===== src/tach_pkg.sv =====
// shared types and constants for the debounced period tachometer
// no dependencies; used by the channel interfaces and every tach_* module
package tach_pkg;

  // field widths
  localparam int unsigned SPD_W      = 24;
  localparam int unsigned CNT_W      = 16;
  localparam int unsigned DIV_W      = 26;
  localparam int unsigned DIV_CNT_W  = $clog2(DIV_W);
  localparam int unsigned CFG_IDX_W  = 2;
  localparam int unsigned CFG_DATA_W = 24;

  // register indexes
  localparam logic [CFG_IDX_W-1:0] REG_DEBOUNCE = 2'd0;
  localparam logic [CFG_IDX_W-1:0] REG_IDLE     = 2'd1;
  localparam logic [CFG_IDX_W-1:0] REG_SCALE    = 2'd2;

  // register reset values
  localparam logic [CNT_W-1:0] DEBOUNCE_RST = 16'd80;
  localparam logic [CNT_W-1:0] IDLE_RST     = 16'd1000;
  localparam logic [SPD_W-1:0] SCALE_RST    = 24'd6000000;

  // divisor used for the running average
  localparam logic [CNT_W-1:0] AVG_DIVISOR = 16'd3;

  typedef struct packed {
    logic [CNT_W-1:0] debounce_ticks;
    logic [CNT_W-1:0] idle_ticks;
    logic [SPD_W-1:0] speed_scale;
  } cfg_t;

  typedef struct packed {
    logic             start;
    logic [DIV_W-1:0] dividend;
    logic [CNT_W-1:0] divisor;
  } div_req_t;

  typedef struct packed {
    logic busy;
    logic done;
  } div_stat_t;

endpackage


===== src/tach_if.sv =====
// valid/ready channel interfaces: input tick, result and configuration write
// depends on tach_pkg for the payload widths
interface tach_in_if;
  import tach_pkg::*;
  logic valid;
  logic ready;
  logic sensor_low;
  modport source (output valid, output sensor_low, input ready);
  modport sink (input valid, input sensor_low, output ready);
endinterface

interface tach_out_if;
  import tach_pkg::*;
  logic             valid;
  logic             ready;
  logic [SPD_W-1:0] speed_x100;
  logic [SPD_W-1:0] avg_speed_x100;
  logic             pulse_taken;
  logic             idle_hit;
  modport source (output valid, output speed_x100, output avg_speed_x100,
                  output pulse_taken, output idle_hit, input ready);
  modport sink (input valid, input speed_x100, input avg_speed_x100,
                input pulse_taken, input idle_hit, output ready);
endinterface

interface tach_cfg_if;
  import tach_pkg::*;
  logic                  valid;
  logic                  ready;
  logic [CFG_IDX_W-1:0]  index;
  logic [CFG_DATA_W-1:0] data;
  modport source (output valid, output index, output data, input ready);
  modport sink (input valid, input index, input data, output ready);
endinterface


===== src/tick_rpm_meter_debounced.sv =====
// debounced period tachometer top level: sequencer, counters, result register
// depends on tach_pkg, tach_if, tach_cfg and tach_div
//
//  channel  dir  payload                                           transfer
//  in_ch    in   sensor_low                                        valid & ready
//  out_ch   out  speed_x100, avg_speed_x100, pulse_taken, idle_hit valid & ready
//  cfg_ch   in   index (0 debounce, 1 idle, 2 scale), data         valid & ready
//
// a tick without a pulse goes from the transfer through the final step to the result register
// a tick with a pulse first makes two passes of the serial divider
// (scale / period, then (2*avg + speed) / 3), then the final step
// the next tick is taken as soon as the result is registered, even if out_ch stalls
// a tick waits in the final step while the previous result has not been taken
// reset is asynchronous; state and counters clear, registers take defaults; divider datapath is not reset
module tick_rpm_meter_debounced (
  input  logic       clk_i,
  input  logic       rst_ni,
  tach_in_if.sink    in_ch,
  tach_out_if.source out_ch,
  tach_cfg_if.sink   cfg_ch
);
  import tach_pkg::*;

  typedef enum logic [1:0] {
    ST_IDLE,
    ST_DIV_SPD,
    ST_DIV_AVG,
    ST_DONE
  } state_e;

  state_e           state_q;
  cfg_t             cfg;
  div_req_t         div_req;
  div_stat_t        div_stat;
  logic [SPD_W-1:0] div_quo;

  logic [CNT_W-1:0] period_q;
  logic [CNT_W-1:0] debounce_q;
  logic [SPD_W-1:0] speed_q;
  logic [SPD_W-1:0] avg_q;
  logic             pulse_q;

  logic             out_valid_q;
  logic [SPD_W-1:0] out_speed_q;
  logic [SPD_W-1:0] out_avg_q;
  logic             out_pulse_q;
  logic             out_idle_q;

  logic             in_xfer;
  logic             pulse_now;
  logic             out_free;
  logic [CNT_W-1:0] period_eff;
  logic             idle_now;

  tach_cfg u_cfg (
    .clk_i  (clk_i),
    .rst_ni (rst_ni),
    .cfg_ch (cfg_ch),
    .cfg_o  (cfg)
  );

  tach_div u_div (
    .clk_i  (clk_i),
    .rst_ni (rst_ni),
    .req_i  (div_req),
    .stat_o (div_stat),
    .quo_o  (div_quo)
  );

  // handshake and decisions
  assign in_ch.ready = (state_q == ST_IDLE);
  assign in_xfer     = in_ch.valid && in_ch.ready;
  assign pulse_now   = in_ch.sensor_low && (debounce_q >= cfg.debounce_ticks);
  assign out_free    = !out_valid_q || out_ch.ready;
  assign period_eff  = pulse_q ? '0 : period_q;
  assign idle_now    = period_eff >= cfg.idle_ticks;

  // divider launch: scale / period (period zero divides by one), then (2*avg + speed) / 3
  always_comb begin
    div_req = '0;
    if (state_q == ST_IDLE) begin
      div_req.start    = in_xfer && pulse_now;
      div_req.dividend = {2'b00, cfg.speed_scale};
      div_req.divisor  = (period_q == '0) ? CNT_W'(1) : period_q;
    end else if (state_q == ST_DIV_SPD) begin
      div_req.start    = div_stat.done;
      div_req.dividend = {1'b0, avg_q, 1'b0} + {2'b00, div_quo};
      div_req.divisor  = AVG_DIVISOR;
    end
  end

  // sequencer, tachometer state and result register
  always_ff @(posedge clk_i or negedge rst_ni) begin
    if (!rst_ni) begin
      state_q     <= ST_IDLE;
      period_q    <= '0;
      debounce_q  <= '0;
      speed_q     <= '0;
      avg_q       <= '0;
      pulse_q     <= 1'b0;
      out_valid_q <= 1'b0;
      out_speed_q <= '0;
      out_avg_q   <= '0;
      out_pulse_q <= 1'b0;
      out_idle_q  <= 1'b0;
    end else begin
      // result register fills from the final step, empties on a transfer
      if (state_q == ST_DONE && out_free) begin
        out_valid_q <= 1'b1;
      end else if (out_ch.ready) begin
        out_valid_q <= 1'b0;
      end
      unique case (state_q)
        ST_IDLE: begin
          if (in_xfer) begin
            pulse_q <= pulse_now;
            if (pulse_now) begin
              debounce_q <= '0;
              state_q    <= ST_DIV_SPD;
            end else begin
              if (debounce_q != '1) begin
                debounce_q <= debounce_q + 1'b1;
              end
              state_q <= ST_DONE;
            end
          end
        end
        ST_DIV_SPD: begin
          if (div_stat.done) begin
            speed_q <= div_quo;
            state_q <= ST_DIV_AVG;
          end
        end
        ST_DIV_AVG: begin
          if (div_stat.done) begin
            avg_q   <= div_quo;
            state_q <= ST_DONE;
          end
        end
        ST_DONE: begin
          if (out_free) begin
            if (idle_now) begin
              period_q    <= '0;
              speed_q     <= '0;
              avg_q       <= avg_q >> 2;
              out_speed_q <= '0;
              out_avg_q   <= avg_q >> 2;
            end else begin
              period_q    <= period_eff + 1'b1;
              out_speed_q <= speed_q;
              out_avg_q   <= avg_q;
            end
            out_pulse_q <= pulse_q;
            out_idle_q  <= idle_now;
            state_q     <= ST_IDLE;
          end
        end
        default: state_q <= ST_IDLE;
      endcase
    end
  end

  assign out_ch.valid          = out_valid_q;
  assign out_ch.speed_x100     = out_speed_q;
  assign out_ch.avg_speed_x100 = out_avg_q;
  assign out_ch.pulse_taken    = out_pulse_q;
  assign out_ch.idle_hit       = out_idle_q;

  // checks
  a_no_restart: assert property (@(posedge clk_i) disable iff (!rst_ni)
    div_req.start |-> !div_stat.busy)
    else $error("divider restarted while busy");

  a_done_in_div: assert property (@(posedge clk_i) disable iff (!rst_ni)
    div_stat.done |-> (state_q == ST_DIV_SPD || state_q == ST_DIV_AVG))
    else $error("divider finished outside a divide step");

  a_idle_zero: assert property (@(posedge clk_i) disable iff (!rst_ni)
    out_ch.valid && out_ch.idle_hit |-> out_ch.speed_x100 == '0)
    else $error("idle result with nonzero speed");

  a_tick_busy: assert property (@(posedge clk_i) disable iff (!rst_ni)
    in_xfer |=> state_q != ST_IDLE)
    else $error("tick accepted without leaving idle");

endmodule


===== src/tach_cfg.sv =====
// configuration register file: debounce limit, idle limit, speed scale
// depends on tach_pkg and tach_cfg_if
module tach_cfg (
  input  logic            clk_i,
  input  logic            rst_ni,
  tach_cfg_if.sink        cfg_ch,
  output tach_pkg::cfg_t  cfg_o
);
  import tach_pkg::*;

  cfg_t cfg_q;

  // always ready; unknown indexes are dropped
  assign cfg_ch.ready = 1'b1;
  assign cfg_o        = cfg_q;

  // register writes
  always_ff @(posedge clk_i or negedge rst_ni) begin
    if (!rst_ni) begin
      cfg_q.debounce_ticks <= DEBOUNCE_RST;
      cfg_q.idle_ticks     <= IDLE_RST;
      cfg_q.speed_scale    <= SCALE_RST;
    end else if (cfg_ch.valid) begin
      unique case (cfg_ch.index)
        REG_DEBOUNCE: cfg_q.debounce_ticks <= cfg_ch.data[CNT_W-1:0];
        REG_IDLE:     cfg_q.idle_ticks     <= cfg_ch.data[CNT_W-1:0];
        REG_SCALE:    cfg_q.speed_scale    <= cfg_ch.data[SPD_W-1:0];
        default:      ;
      endcase
    end
  end

endmodule


===== src/tach_div.sv =====
// bit-serial restoring divider, one quotient bit per cycle
// depends on tach_pkg; shared by the speed and the average computation
module tach_div (
  input  logic                       clk_i,
  input  logic                       rst_ni,
  input  tach_pkg::div_req_t         req_i,
  output tach_pkg::div_stat_t        stat_o,
  output logic [tach_pkg::SPD_W-1:0] quo_o
);
  import tach_pkg::*;

  logic [DIV_W-1:0]     quo_q;
  logic [CNT_W-1:0]     rem_q;
  logic [CNT_W-1:0]     dvs_q;
  logic [DIV_CNT_W-1:0] cnt_q;
  logic                 busy_q;
  logic                 done_q;

  logic [CNT_W:0]       shifted;
  logic [CNT_W:0]       diff;
  logic                 ge;

  // one trial subtraction per cycle
  assign shifted = {rem_q, quo_q[DIV_W-1]};
  assign ge      = shifted >= {1'b0, dvs_q};
  assign diff    = shifted - {1'b0, dvs_q};

  assign stat_o.busy = busy_q;
  assign stat_o.done = done_q;
  assign quo_o       = quo_q[SPD_W-1:0];

  // control
  always_ff @(posedge clk_i or negedge rst_ni) begin
    if (!rst_ni) begin
      busy_q <= 1'b0;
      done_q <= 1'b0;
      cnt_q  <= '0;
    end else begin
      done_q <= 1'b0;
      if (req_i.start) begin
        busy_q <= 1'b1;
        cnt_q  <= DIV_CNT_W'(DIV_W - 1);
      end else if (busy_q) begin
        cnt_q <= cnt_q - 1'b1;
        if (cnt_q == '0) begin
          busy_q <= 1'b0;
          done_q <= 1'b1;
        end
      end
    end
  end

  // datapath: dividend shifts out the top as quotient bits shift in
  always_ff @(posedge clk_i) begin
    if (req_i.start) begin
      quo_q <= req_i.dividend;
      rem_q <= '0;
      dvs_q <= req_i.divisor;
    end else if (busy_q) begin
      quo_q <= {quo_q[DIV_W-2:0], ge};
      rem_q <= ge ? diff[CNT_W-1:0] : shifted[CNT_W-1:0];
    end
  end

endmodule


===== src/flat_wrapper.sv =====
// flat-port wrapper written by rule: the top's interface ports become plain ports
module tick_rpm_meter_debounced_flat import tach_pkg::*;
  (clk_i, rst_ni, in_ch_valid, in_ch_sensor_low, in_ch_ready, out_ch_valid, out_ch_speed_x100, out_ch_avg_speed_x100, out_ch_pulse_taken, out_ch_idle_hit, out_ch_ready, cfg_ch_valid, cfg_ch_index, cfg_ch_data, cfg_ch_ready);
  tach_in_if in_ch_i ();
  tach_out_if out_ch_i ();
  tach_cfg_if cfg_ch_i ();
  input  logic clk_i;
  input  logic rst_ni;
  input wire logic [$bits(in_ch_i.valid)-1:0] in_ch_valid;
  input wire logic [$bits(in_ch_i.sensor_low)-1:0] in_ch_sensor_low;
  output wire logic [$bits(in_ch_i.ready)-1:0] in_ch_ready;
  output wire logic [$bits(out_ch_i.valid)-1:0] out_ch_valid;
  output wire logic [$bits(out_ch_i.speed_x100)-1:0] out_ch_speed_x100;
  output wire logic [$bits(out_ch_i.avg_speed_x100)-1:0] out_ch_avg_speed_x100;
  output wire logic [$bits(out_ch_i.pulse_taken)-1:0] out_ch_pulse_taken;
  output wire logic [$bits(out_ch_i.idle_hit)-1:0] out_ch_idle_hit;
  input wire logic [$bits(out_ch_i.ready)-1:0] out_ch_ready;
  input wire logic [$bits(cfg_ch_i.valid)-1:0] cfg_ch_valid;
  input wire logic [$bits(cfg_ch_i.index)-1:0] cfg_ch_index;
  input wire logic [$bits(cfg_ch_i.data)-1:0] cfg_ch_data;
  output wire logic [$bits(cfg_ch_i.ready)-1:0] cfg_ch_ready;
  assign in_ch_i.valid = in_ch_valid;
  assign in_ch_i.sensor_low = in_ch_sensor_low;
  assign in_ch_ready = in_ch_i.ready;
  assign out_ch_valid = out_ch_i.valid;
  assign out_ch_speed_x100 = out_ch_i.speed_x100;
  assign out_ch_avg_speed_x100 = out_ch_i.avg_speed_x100;
  assign out_ch_pulse_taken = out_ch_i.pulse_taken;
  assign out_ch_idle_hit = out_ch_i.idle_hit;
  assign out_ch_i.ready = out_ch_ready;
  assign cfg_ch_i.valid = cfg_ch_valid;
  assign cfg_ch_i.index = cfg_ch_index;
  assign cfg_ch_i.data = cfg_ch_data;
  assign cfg_ch_ready = cfg_ch_i.ready;
  tick_rpm_meter_debounced u_core (.clk_i(clk_i), .rst_ni(rst_ni), .in_ch(in_ch_i), .out_ch(out_ch_i), .cfg_ch(cfg_ch_i));
endmodule

===== config.mk =====
export PLATFORM = sky130hd
export DESIGN_NAME = tick_rpm_meter_debounced_flat
export DESIGN_NICKNAME = d
export VERILOG_FILES = /design/src/tach_pkg.sv /design/src/tach_if.sv /design/src/tick_rpm_meter_debounced.sv /design/src/tach_cfg.sv /design/src/tach_div.sv /design/src/flat_wrapper.sv
export SDC_FILE = /design/constraint.sdc
export NUM_CORES = 1
export LEC_CHECK = 0
export BUFFER_PORTS_ARGS = -buffer_cell sky130_fd_sc_hd__buf_4
export CORE_UTILIZATION = 60
export DETAILED_ROUTE_END_ITERATION = 8
export HOLD_SLACK_MARGIN = 0.15
export PLACE_DENSITY = 0.79
export SLEW_MARGIN = 5
export SYNTH_ARGS = -nofsm -noshare
export SYNTH_HDL_FRONTEND = slang
export SYNTH_SLANG_ARGS = --single-unit

===== constraint.sdc =====
create_clock -name clk_i -period 9.43 [get_ports clk_i]
set_clock_uncertainty 0.2 [all_clocks]
set_input_delay 0 -clock clk_i [delete_from_list [all_inputs] [get_ports clk_i]]
set_output_delay 0 -clock clk_i [all_outputs]
set_load 0.05 [all_outputs]

==> flow_metrics.tcl, run 1 <==
set metrics [dict create \
    status "complete, no violations" \
    syn2layout_area_growth_pct 17.75 \
    post_cts_resized 0 \
    antenna_left 0 \
    antennaDiodeCount 0 \
    syn_area_per_cell_um2 10.08 \
    die_y_um 154.8 \
    netlist_area_mm2 0.01400 \
    slowest_delay_ns 0.99 \
    worst_pin_slew_ns 1.310 \
    maxCapViolations 0 \
    cts_tree "done" \
    cp.required_ns 9.70 \
    gp_congestion 0.8966 \
    cp_cell_sequence "nor2b_1, ha_1, a21o_1, a21o_1, a21oi_1, o21a_1, buf_4, nor3_1, a311oi_4, a22o_2" \
    yosys_warnings 0 \
    postCtsSetupBuffers 0 \
    wl_per_cell_um 19.02 \
    place_hpwl_um 22670 \
    synth_ff_type "dfrtp_1" \
    final_hold_viol_count 0 \
    critPathTopFamily "compound AO/OA/AOI/OAI gates" \
    wl_um 35310 \
    drc 0 \
    yosysSeqAreaShare 0.4665 \
    period_minus_slack_ns 4.313 \
    fmax_mhz 231.9 \
    hold_class "primary input to flip-flop" \
    regArea_mm2 0.006534 \
    arrival_ns 4.58 \
    antenna_found_initial 0 \
    p_leak_nw 7.617 \
    endpoint_kind "flip-flop" \
    yosysTopAreaCell "dfrtp_1" \
    clk_path_buf_depth 3 \
    finalCritPeriodShare 0.4573 \
    fin_nets 1636 \
    setup_ws_ns 5.117 \
    gr-usage-all-layers 0.3042 \
    critical_path_class "flip-flop to flip-flop" \
    synth_top_area_frac 0.3198 \
    synth_area_leaders "dfrtp_1 (32%), edfxtp_1 (9.0%), ha_1 (7.1%), o21ai_0 (3.7%), dfstp_2 (3.4%)" \
    cts_buffers 27 \
    cts_root_buf "clkbuf_16" \
    crit_slowest_cell "a311oi_4" \
    rows 55 \
    post_route_cells_drive_above_1_share 0.1600 \
    multi_input_area_mm2 0.006862 \
    relSlewSlack 0.1256 \
    syn_inst 1389 \
    ir_worst_vdd_mv 0.2616 \
    grt_overflow_total 0 \
    p_per_area_mw_per_mm2 337.5 \
    grt_max_degree 109 \
    synth_edf_count 42 \
    dp_slack_ns 5.222 \
    drv_slew 0 \
    setup-tns-final_ns 0 \
    ys_types 80 \
    synth.most_common_cell "dfrtp_1" \
    clk_pin_slew_ns 0.06 \
    vias_per_cell 5.984 \
    synth_fp_nets 1502 \
    hold_slack_ns 0.2061 \
    synth.top_cells.by_count "dfrtp_1 (179), nand2_1 (126), nor2_1 (120)" \
    nFillCells 1581 \
    htreeDepth 1 \
    path_common_cell "a21o_1" \
    cp_max_fo 37 \
    rsz0062_at_grt "no" \
    clk_latency_ns 0.55 \
    r2r_setup_slack_ns 5.12 \
    drtPass1Iterations 5 \
    grt_pass1_vias 11157 \
    io_pins 85 \
    final_util 0.7240 \
    cp-start-kind "flip-flop" \
    grt_pass1_wl_um 57640 \
    dieWidth_um 154.8 \
    cp_num_buf_inv 1 \
    vias 11112 \
    dieArea_mm2 0.02396 \
    synthArstFlopShare 0.7725 \
    clock_sinks 255 \
    ys_ff_latch 255 \
    drtIter0Drc 844 \
    portBuffers 83 \
    setup_viol 0 \
    initial_utilization 0.6148 \
    core-area_mm2 0.02278 \
]
[layout by cell type, fill, tap and decap left out, types with 8 or more instances in the layout]
cell type and instances:
a22o_2 17, mux2i_1 36, buf_4 94, dfxtp_1 16
clkbuf_16 30, dlygate4sd3_1 76, a22o_1 39, nor4_1 8
dfrtp_1 179, nor3_1 21, nor2_1 118, nand2_1 125
clkbuf_1 9, a211oi_1 15, a221oi_1 14, ha_1 79
o31ai_1 10, nand3_1 47, a21oi_1 53, o21ai_0 103
xnor2_1 29, nand2b_1 10, mux2_2 42, a21o_1 39
and2_1 19, dfstp_2 18, nand4_1 9, edfxtp_1 42
nor2b_1 27, and3_1 12, xor2_1 18, inv_1 72
[where the power goes]
part | leakage, nW | total (mW) | internal [mW] | switching [mW]
clock network | 0.454 | 1.09 | 0.653 | 0.436
registers | 2.95 | 1.86 | 1.51 | 0.346
logic | 4.21 | 2.62 | 1.03 | 1.58
[through the flow]
stage | area [um2] | instances | power [mW]
floorplan | 14000 | 1389 | 3.756
global placement | 14780 | 1730 | 4.313
detailed placement | 14780 | 1730 | 4.398
CTS | 16490 | 1857 | 5.543
global route | 16490 | 1857 | 5.908
finish | 16490 | 1857 | 5.566
[path summary, 6_finish.rpt]
path,startpoint,to,depth (start not counted)
max in group asynchronous,rst_ni,u_core.u_cfg.cfg_o[42],4
min in group asynchronous,rst_ni,u_core.u_cfg.cfg_o[16],3
hold / removal,out_ch_ready,u_core.out_ch.valid,4
setup reg to reg,u_core.pulse_q,u_core.speed_q[18],10
hold reg to reg,u_core.out_ch.speed_x100[17],u_core.out_ch.speed_x100[17],2
setup / recovery,u_core.pulse_q,u_core.speed_q[18],10
[tightest hold or removal path, stage by stage]
cell and delay, ns:
dlygate4sd3_1 0.54, buf_4 0.14, nand2b_1 0.15, nand2b_1 0.07
[final cells by class]
| cell class | instances | area share |
|---|---|---|
| Sequential cell | 255 | 0.3962 |
| Inverter | 73 | 0.01662 |
| Timing Repair Buffer | 172 | 0.09143 |
| Clock inverter | 5 | 0.003338 |
| Clock buffer | 45 | 0.05258 |
| Multi-Input combinational cell | 994 | 0.4161 |
| Tap cell | 313 | 0.02375 |
[sequential cells by signal, summed over array words and instances, names as in the netlist, 24 cells and up]
register	cells
u_core.out_ch.speed_x100	24
u_core.speed_q	24
u_core.u_cfg.cfg_o	56
u_core.u_div.quo_q	26
u_core.avg_q	24
u_core.out_ch.avg_speed_x100	24
[routing by layer]
metal / wire length, um / GRT usage
met1: 15220 / 0.4073
met2: 16610 / 0.5031
met3: 2191 / 0.04651
met4: 1296 / 0.1117
met5: 0 / 0
[what timing repair did]
action | in CTS | in global routing
endpoints found under the setup margin | 0 | 0
endpoints found under the hold margin | 198 | 0
hold buffers | 77 | 0
[cell families (layout without fill, tap and decap cells)]
family | count (synthesis) | after routing | share of synthesized area
flip-flops | 255 | 255 | 0.4665
adder cells (fa/ha/maj) | 81 | 81 | 0.07344
multiplexers | 78 | 78 | 0.05950
AND/OR/NAND/NOR | 431 | 431 | 0.1476
AO/OA/AOI/OAI | 356 | 356 | 0.1780
XOR/XNOR | 47 | 47 | 0.02939
buffers and inverters | 140 | 295 | 0.04530
other | 1 | 1 | 0.0002678
Power figures use the tool's default switching activity.
==> run 2: changes to the inputs <==
CORE_UTILIZATION = 56   (was 60)
PLACE_DENSITY = 0.77   (was 0.79)
clock period = 3.5 ns   (was 9.43 ns; I/O delays follow)
==> flow_metrics.tcl, run 2 (synthesis gave the netlist of run 1 again) <==
set metrics [dict create \
    status "complete, no violations" \
    critPathTopFamily "compound AO/OA/AOI/OAI gates" \
    syn2layout_area_growth_pct 19.34 \
    maxCapViolations 0 \
    gr-usage-all-layers 0.2822 \
    path_depth 12 \
    setup_ws_ns 0.1779 \
    cp.required_ns 3.71 \
    mostFrequentLayoutCell "dfrtp_1" \
    grt_max_degree 64 \
    finalNonFillerCells 1897 \
    hold_depth 4 \
    dieWidth_um 160.1 \
    path_common_cell "a21o_1" \
    post_route_cells_drive_above_1_share 0.1647 \
    vias_per_cell 5.954 \
    clk_latency_ns 0.54 \
    drv_slew 0 \
    p_leak_nw 7.713 \
    fin_nets 1665 \
    ir_worst_vdd_mv 0.7349 \
    initial_utilization 0.5742 \
    period_minus_slack_ns 3.322 \
    cp_num_buf_inv 2 \
    final_cell_mix "dfrtp_1 (179), nand2_1 (125), nor2_1 (118)" \
    wl_um 35390 \
    antenna_left 0 \
    r2r-end "u_core.out_ch.avg_speed_x100[4]" \
    cp_cell_sequence "and2b_1, inv_1, ha_1, nand2b_1, a21o_1, a21o_1, a211oi_1, o21a_2, o31ai_4, buf_4, mux2i_1, o21ai_0" \
    arrival_ns 3.54 \
    crit_slowest_cell "o31ai_4" \
    min_to "u_core.out_ch.valid" \
    largest_reg_flops 56 \
    finalCritPeriodShare 0.9492 \
    dp_slack_ns 0.2005 \
    drtPass1Iterations 5 \
    grt_pass1_vias 11167 \
    dieArea_mm2 0.02564 \
    p_per_area_mw_per_mm2 900.3 \
    min-delay-start "out_ch_ready" \
    endpoint_kind "flip-flop" \
    cts_buffers 27 \
    io_pins 85 \
    grt_overflow_total 0 \
    cp_max_fo 18 \
    worst_pin_slew_ns 1.230 \
    r2r_setup_slack_ns 0.18 \
    dpl.cell_count 1758 \
    drtIter0Drc 1140 \
    wl_per_cell_um 18.65 \
    relSlewSlack 0.1794 \
    rr_worst_depth 12 \
    clk_pin_slew_ns 0.06 \
    vias 11294 \
    drc 0 \
    r2r-start "u_core.pulse_q" \
    cts_root_buf "clkbuf_16" \
    core-area_mm2 0.02439 \
    portBuffers 83 \
    setup_viol 0 \
    rows 57 \
    htreeDepth 1 \
    grt_pass1_wl_um 58690 \
    final_hold_viol_count 0 \
    cp-start-kind "flip-flop" \
    rsz0062_at_grt "no" \
    p_total_mw 15.05 \
    die_y_um 160.1 \
    critical_path_class "flip-flop to flip-flop" \
    fmax_mhz 301.0 \
    cts_tree "done" \
    antenna_found_initial 0 \
    hold_class "primary input to flip-flop" \
    clk_path_buf_depth 3 \
    hold_slack_ns 0.2041 \
    gp_congestion 0.8677 \
    place_hpwl_um 23410 \
    clock_sinks 255 \
    setup-tns-final_ns 0 \
    slowest_delay_ns 0.66 \
    antennaDiodeCount 0 \
]
-- run 2: through the flow --
step	utilization	instance area (um2)
floorplan	-	14000
global placement	0.6122	14930
detailed placement	0.6122	14930
CTS	0.6851	16710
global route	0.6852	16710
finish	0.6852	16710
-- run 2: worst min-delay path, delay by kind of cell --
kind,cells,cell delay [ns]
and+or+nand+nor,2,0.24
buffers and inverters,2,0.66
-- run 2: power by group --
group | switching (mW) | internal (mW)
combinational | 4.33 | 2.91
sequential | 0.902 | 4.08
clock | 1.18 | 1.66
total | 6.40 | 8.64
-- run 2: routing by layer --
layer  track usage  routed length, um  vias to the layer above
met1        0.3974              15870                     5563
met5             0                  0                        -
li1              -                  -                     5312
met3       0.03481               2000                       58
met2        0.4595              16780                      361
met4       0.08052                738                        0
-- run 2: layout make-up --
| cell class | instances | area, um2 |
|---|---|---|
| clock buffers | 39 | 762.0 |
| clock inverters | 11 | 107.6 |
| fillers | 1803 | 7677 |
| inverters | 73 | 274.0 |
| multi-input cells | 994 | 6859 |
| flip-flops and latches | 255 | 6534 |
| well taps | 324 | 405.4 |
| repair buffers | 201 | 1772 |
-- run 2: how the worst max path moves through the flow --
| stage | startpoint | endpoint | slack, ns |
|---|---|---|---|
| floorplan | u_core.u_cfg.cfg_o[44] | u_core.u_div.quo_q[10] | 0.37 |
| global placement | u_core.period_q[0] | u_core.out_ch.avg_speed_x100[10] | 0.30 |
| detailed placement | u_core.pulse_q | u_core.out_ch.avg_speed_x100[1] | 0.20 |
| CTS | u_core.pulse_q | u_core.out_ch.avg_speed_x100[20] | 0.19 |
| global route | u_core.period_q[0] | u_core.out_ch.avg_speed_x100[6] | 0.01 |
| finish | u_core.pulse_q | u_core.out_ch.avg_speed_x100[4] | 0.18 |
-- run 2: timing repair --
item | in CTS | in global routing
resized for setup | 0 | 1
setup buffers | 0 | 0
endpoints found under the hold margin | 283 | 0
setup endpoints to repair | 0 | 1
hold buffers | 89 | 0
==> run 3: changes to the inputs <==
ABC_AREA = 1   (was unset)
==> flow_metrics.tcl, run 3 <==
set metrics [dict create \
    status "complete, no violations" \
    ir_worst_vdd_mv 0.3977 \
    drtPass1Iterations 7 \
    initial_utilization 0.5701 \
    antenna_found_initial 0 \
    post_route_cells_drive_above_1_share 0.1069 \
    p_total_mw 6.812 \
    synth.top_cells.by_count "nand2_1 (683), inv_1 (300), nor2_1 (215)" \
    rows 61 \
    vias_per_cell 5.459 \
    rsz0062_at_grt "no" \
    synth_fp_nets 2307 \
    gp_congestion 0.9336 \
    cp-start-kind "flip-flop" \
    gr-usage-all-layers 0.3093 \
    syn_inst 2194 \
    ys_ff_latch 255 \
    die_y_um 170.4 \
    grt_overflow_total 0 \
    endpoint_kind "flip-flop" \
    clk_latency_ns 0.58 \
    place_hpwl_um 30080 \
    final_hold_viol_count 0 \
    cts_buffers 29 \
    finalCritPeriodShare 0.9502 \
    grt_pass1_vias 14286 \
    synth_area_leaders "dfrtp_1 (28%), nand2_1 (16%), edfxtp_1 (7.9%), inv_1 (7.1%), ha_1 (6.2%)" \
    fin_nets 2429 \
    arrival_ns 3.64 \
    drtIter0Drc 1321 \
    maxCapViolations 0 \
    worst_pin_slew_ns 0.9943 \
    postCtsSetupBuffers 0 \
    wl_um 44010 \
    setup_viol 0 \
    clk_pin_slew_ns 0.06 \
    syn_area_per_cell_um2 7.239 \
    critical_path_class "flip-flop to flip-flop" \
    largest_reg_flops 56 \
    fmax_mhz 300.7 \
    hold_class "primary input to flip-flop" \
    antenna_left 0 \
    relSlewSlack 0.3353 \
    synth.most_common_cell "nand2_1" \
    synth_top_area_frac 0.2820 \
    dpl.cell_count 2604 \
    r2r_setup_slack_ns 0.17 \
    htreeDepth 1 \
    yosysTopAreaCell "dfrtp_1" \
    hold_slack_ns 0.1676 \
    cts_tree "done" \
    clk_path_buf_depth 3 \
    syn2layout_area_growth_pct 15.95 \
    period_minus_slack_ns 3.326 \
    synth_edf_count 42 \
    final_cell_mix "nand2_1 (682), inv_1 (300), nor2_1 (215)" \
    io_pins 85 \
    fin_area_mm2 0.01842 \
    netlist_area_mm2 0.01588 \
    mostFrequentLayoutCell "nand2_1" \
    grt_max_degree 80 \
    core-area_mm2 0.02786 \
    finalNonFillerCells 2717 \
    dieArea_mm2 0.02904 \
    dieWidth_um 170.4 \
    p_per_area_mw_per_mm2 369.9 \
    clock_sinks 255 \
    grt_pass1_wl_um 71310 \
    p_leak_nw 9.672 \
    wl_per_cell_um 16.20 \
    cts_root_buf "clkbuf_16" \
    place_area_mm2 0.01680 \
    cp.required_ns 3.81 \
    drc 0 \
    setup-tns-final_ns 0 \
    antennaDiodeCount 0 \
    yosys_warnings 0 \
    synth_ff_type "dfrtp_1" \
    drv_slew 0 \
    ys_types 54 \
    yosysSeqAreaShare 0.4114 \
    vias 14831 \
    portBuffers 83 \
    cp_max_fo 17 \
    synthArstFlopShare 0.7725 \
]
[run 3: cell types whose count changed in the layout (fill, tap and decap cells not counted), sizes merged, moves of 56 or more]
cell and change:
nor2 +103, inv +239, nand2 +577, a22o -56
a21oi +57, nand3 +106
[run 3: cell type report]
cell class              count  area [um2]
clock buffers              39       824.5
fillers                  2436        9443
inverters                 313        1176
multi-input cells        1547        7776
flip-flops and latches    255        6534
repair buffers            170        1460
clock inverters            15       171.4
well taps                 378       473.0
[run 3: power breakdown]
| group | internal, mW | total [mW] | switching [mW] |
|---|---|---|---|
| clock | 1.88 | 3.17 | 1.29 |
| combinational | 0.182 | 0.438 | 0.256 |
| sequential | 3.14 | 3.20 | 0.0642 |
| total | 5.20 | 6.81 | 1.61 |
[run 3: timing repair]
| action | in CTS | in global routing |
|---|---|---|
| endpoints found under the hold margin | 366 | 0 |
| setup endpoints to repair | 0 | 1 |
| hold buffers | 59 | 0 |
| gates resized for setup | 0 | 1 |
[run 3: worst max-delay path, cell delays in order, from the launching register on]
cell	delay, ns
dfrtp_1	0.47
ha_1	0.37
nand4_1	0.11
nor2_1	0.12
nand2_1	0.07
clkinv_1	0.05
nand2_1	0.06
nand2_2	0.12
nand3_4	0.22
nand2_8	0.20
nand2_1	0.06
dlygate4sd3_1	0.55
o21ai_1	0.08
dlygate4sd3_1	0.57
[run 3: kinds of logic (layout without fill, tap and decap cells)]
| kind of cell | after synthesis | count (layout) | synth area share |
|---|---|---|---|
| buffers and inverters | 392 | 537 | 0.1005 |
| AND/OR/NAND/NOR | 1178 | 1178 | 0.3165 |
| XOR/XNOR | 35 | 35 | 0.01930 |
| other | 1 | 1 | 0.0002361 |
| multiplexers | 8 | 8 | 0.005673 |
| flip-flops | 255 | 255 | 0.4114 |
| AO/OA/AOI/OAI | 244 | 244 | 0.08162 |
| adder cells (fa/ha/maj) | 81 | 81 | 0.06476 |
[run 3: path summary, 6_finish.rpt]
path	depth (start not counted)	startpoint	end
setup reg to reg	13	u_core.debounce_q[11]	u_core.debounce_q[3]
min in group asynchronous	3	rst_ni	u_core.u_cfg.cfg_o[46]
hold reg to reg	2	u_core.out_ch.speed_x100[11]	u_core.out_ch.speed_x100[11]
max in group asynchronous	4	rst_ni	u_core.u_cfg.cfg_o[33]
hold / removal	4	cfg_ch_data[13]	u_core.u_cfg.cfg_o[37]
setup / recovery	13	u_core.debounce_q[11]	u_core.debounce_q[3]
[run 3: per-layer routing]
metal	vias to the layer above	routed length, um	global-route usage
met2	546	20510	0.5150
met1	6988	19860	0.4225
met4	0	1072	0.09753
met5	-	0	0
met3	74	2572	0.03349
li1	7223	-	-
[run 3: through the flow]
step	util	worst slack, ns
6_report	0.6610	0.1744
5_1_grt	0.6610	0.03163
4_1_cts	0.6607	0.2086
3_5_place_dp	0.6031	0.5182
3_3_place_gp	0.6031	0.6057
2_1_floorplan	-	0.5819
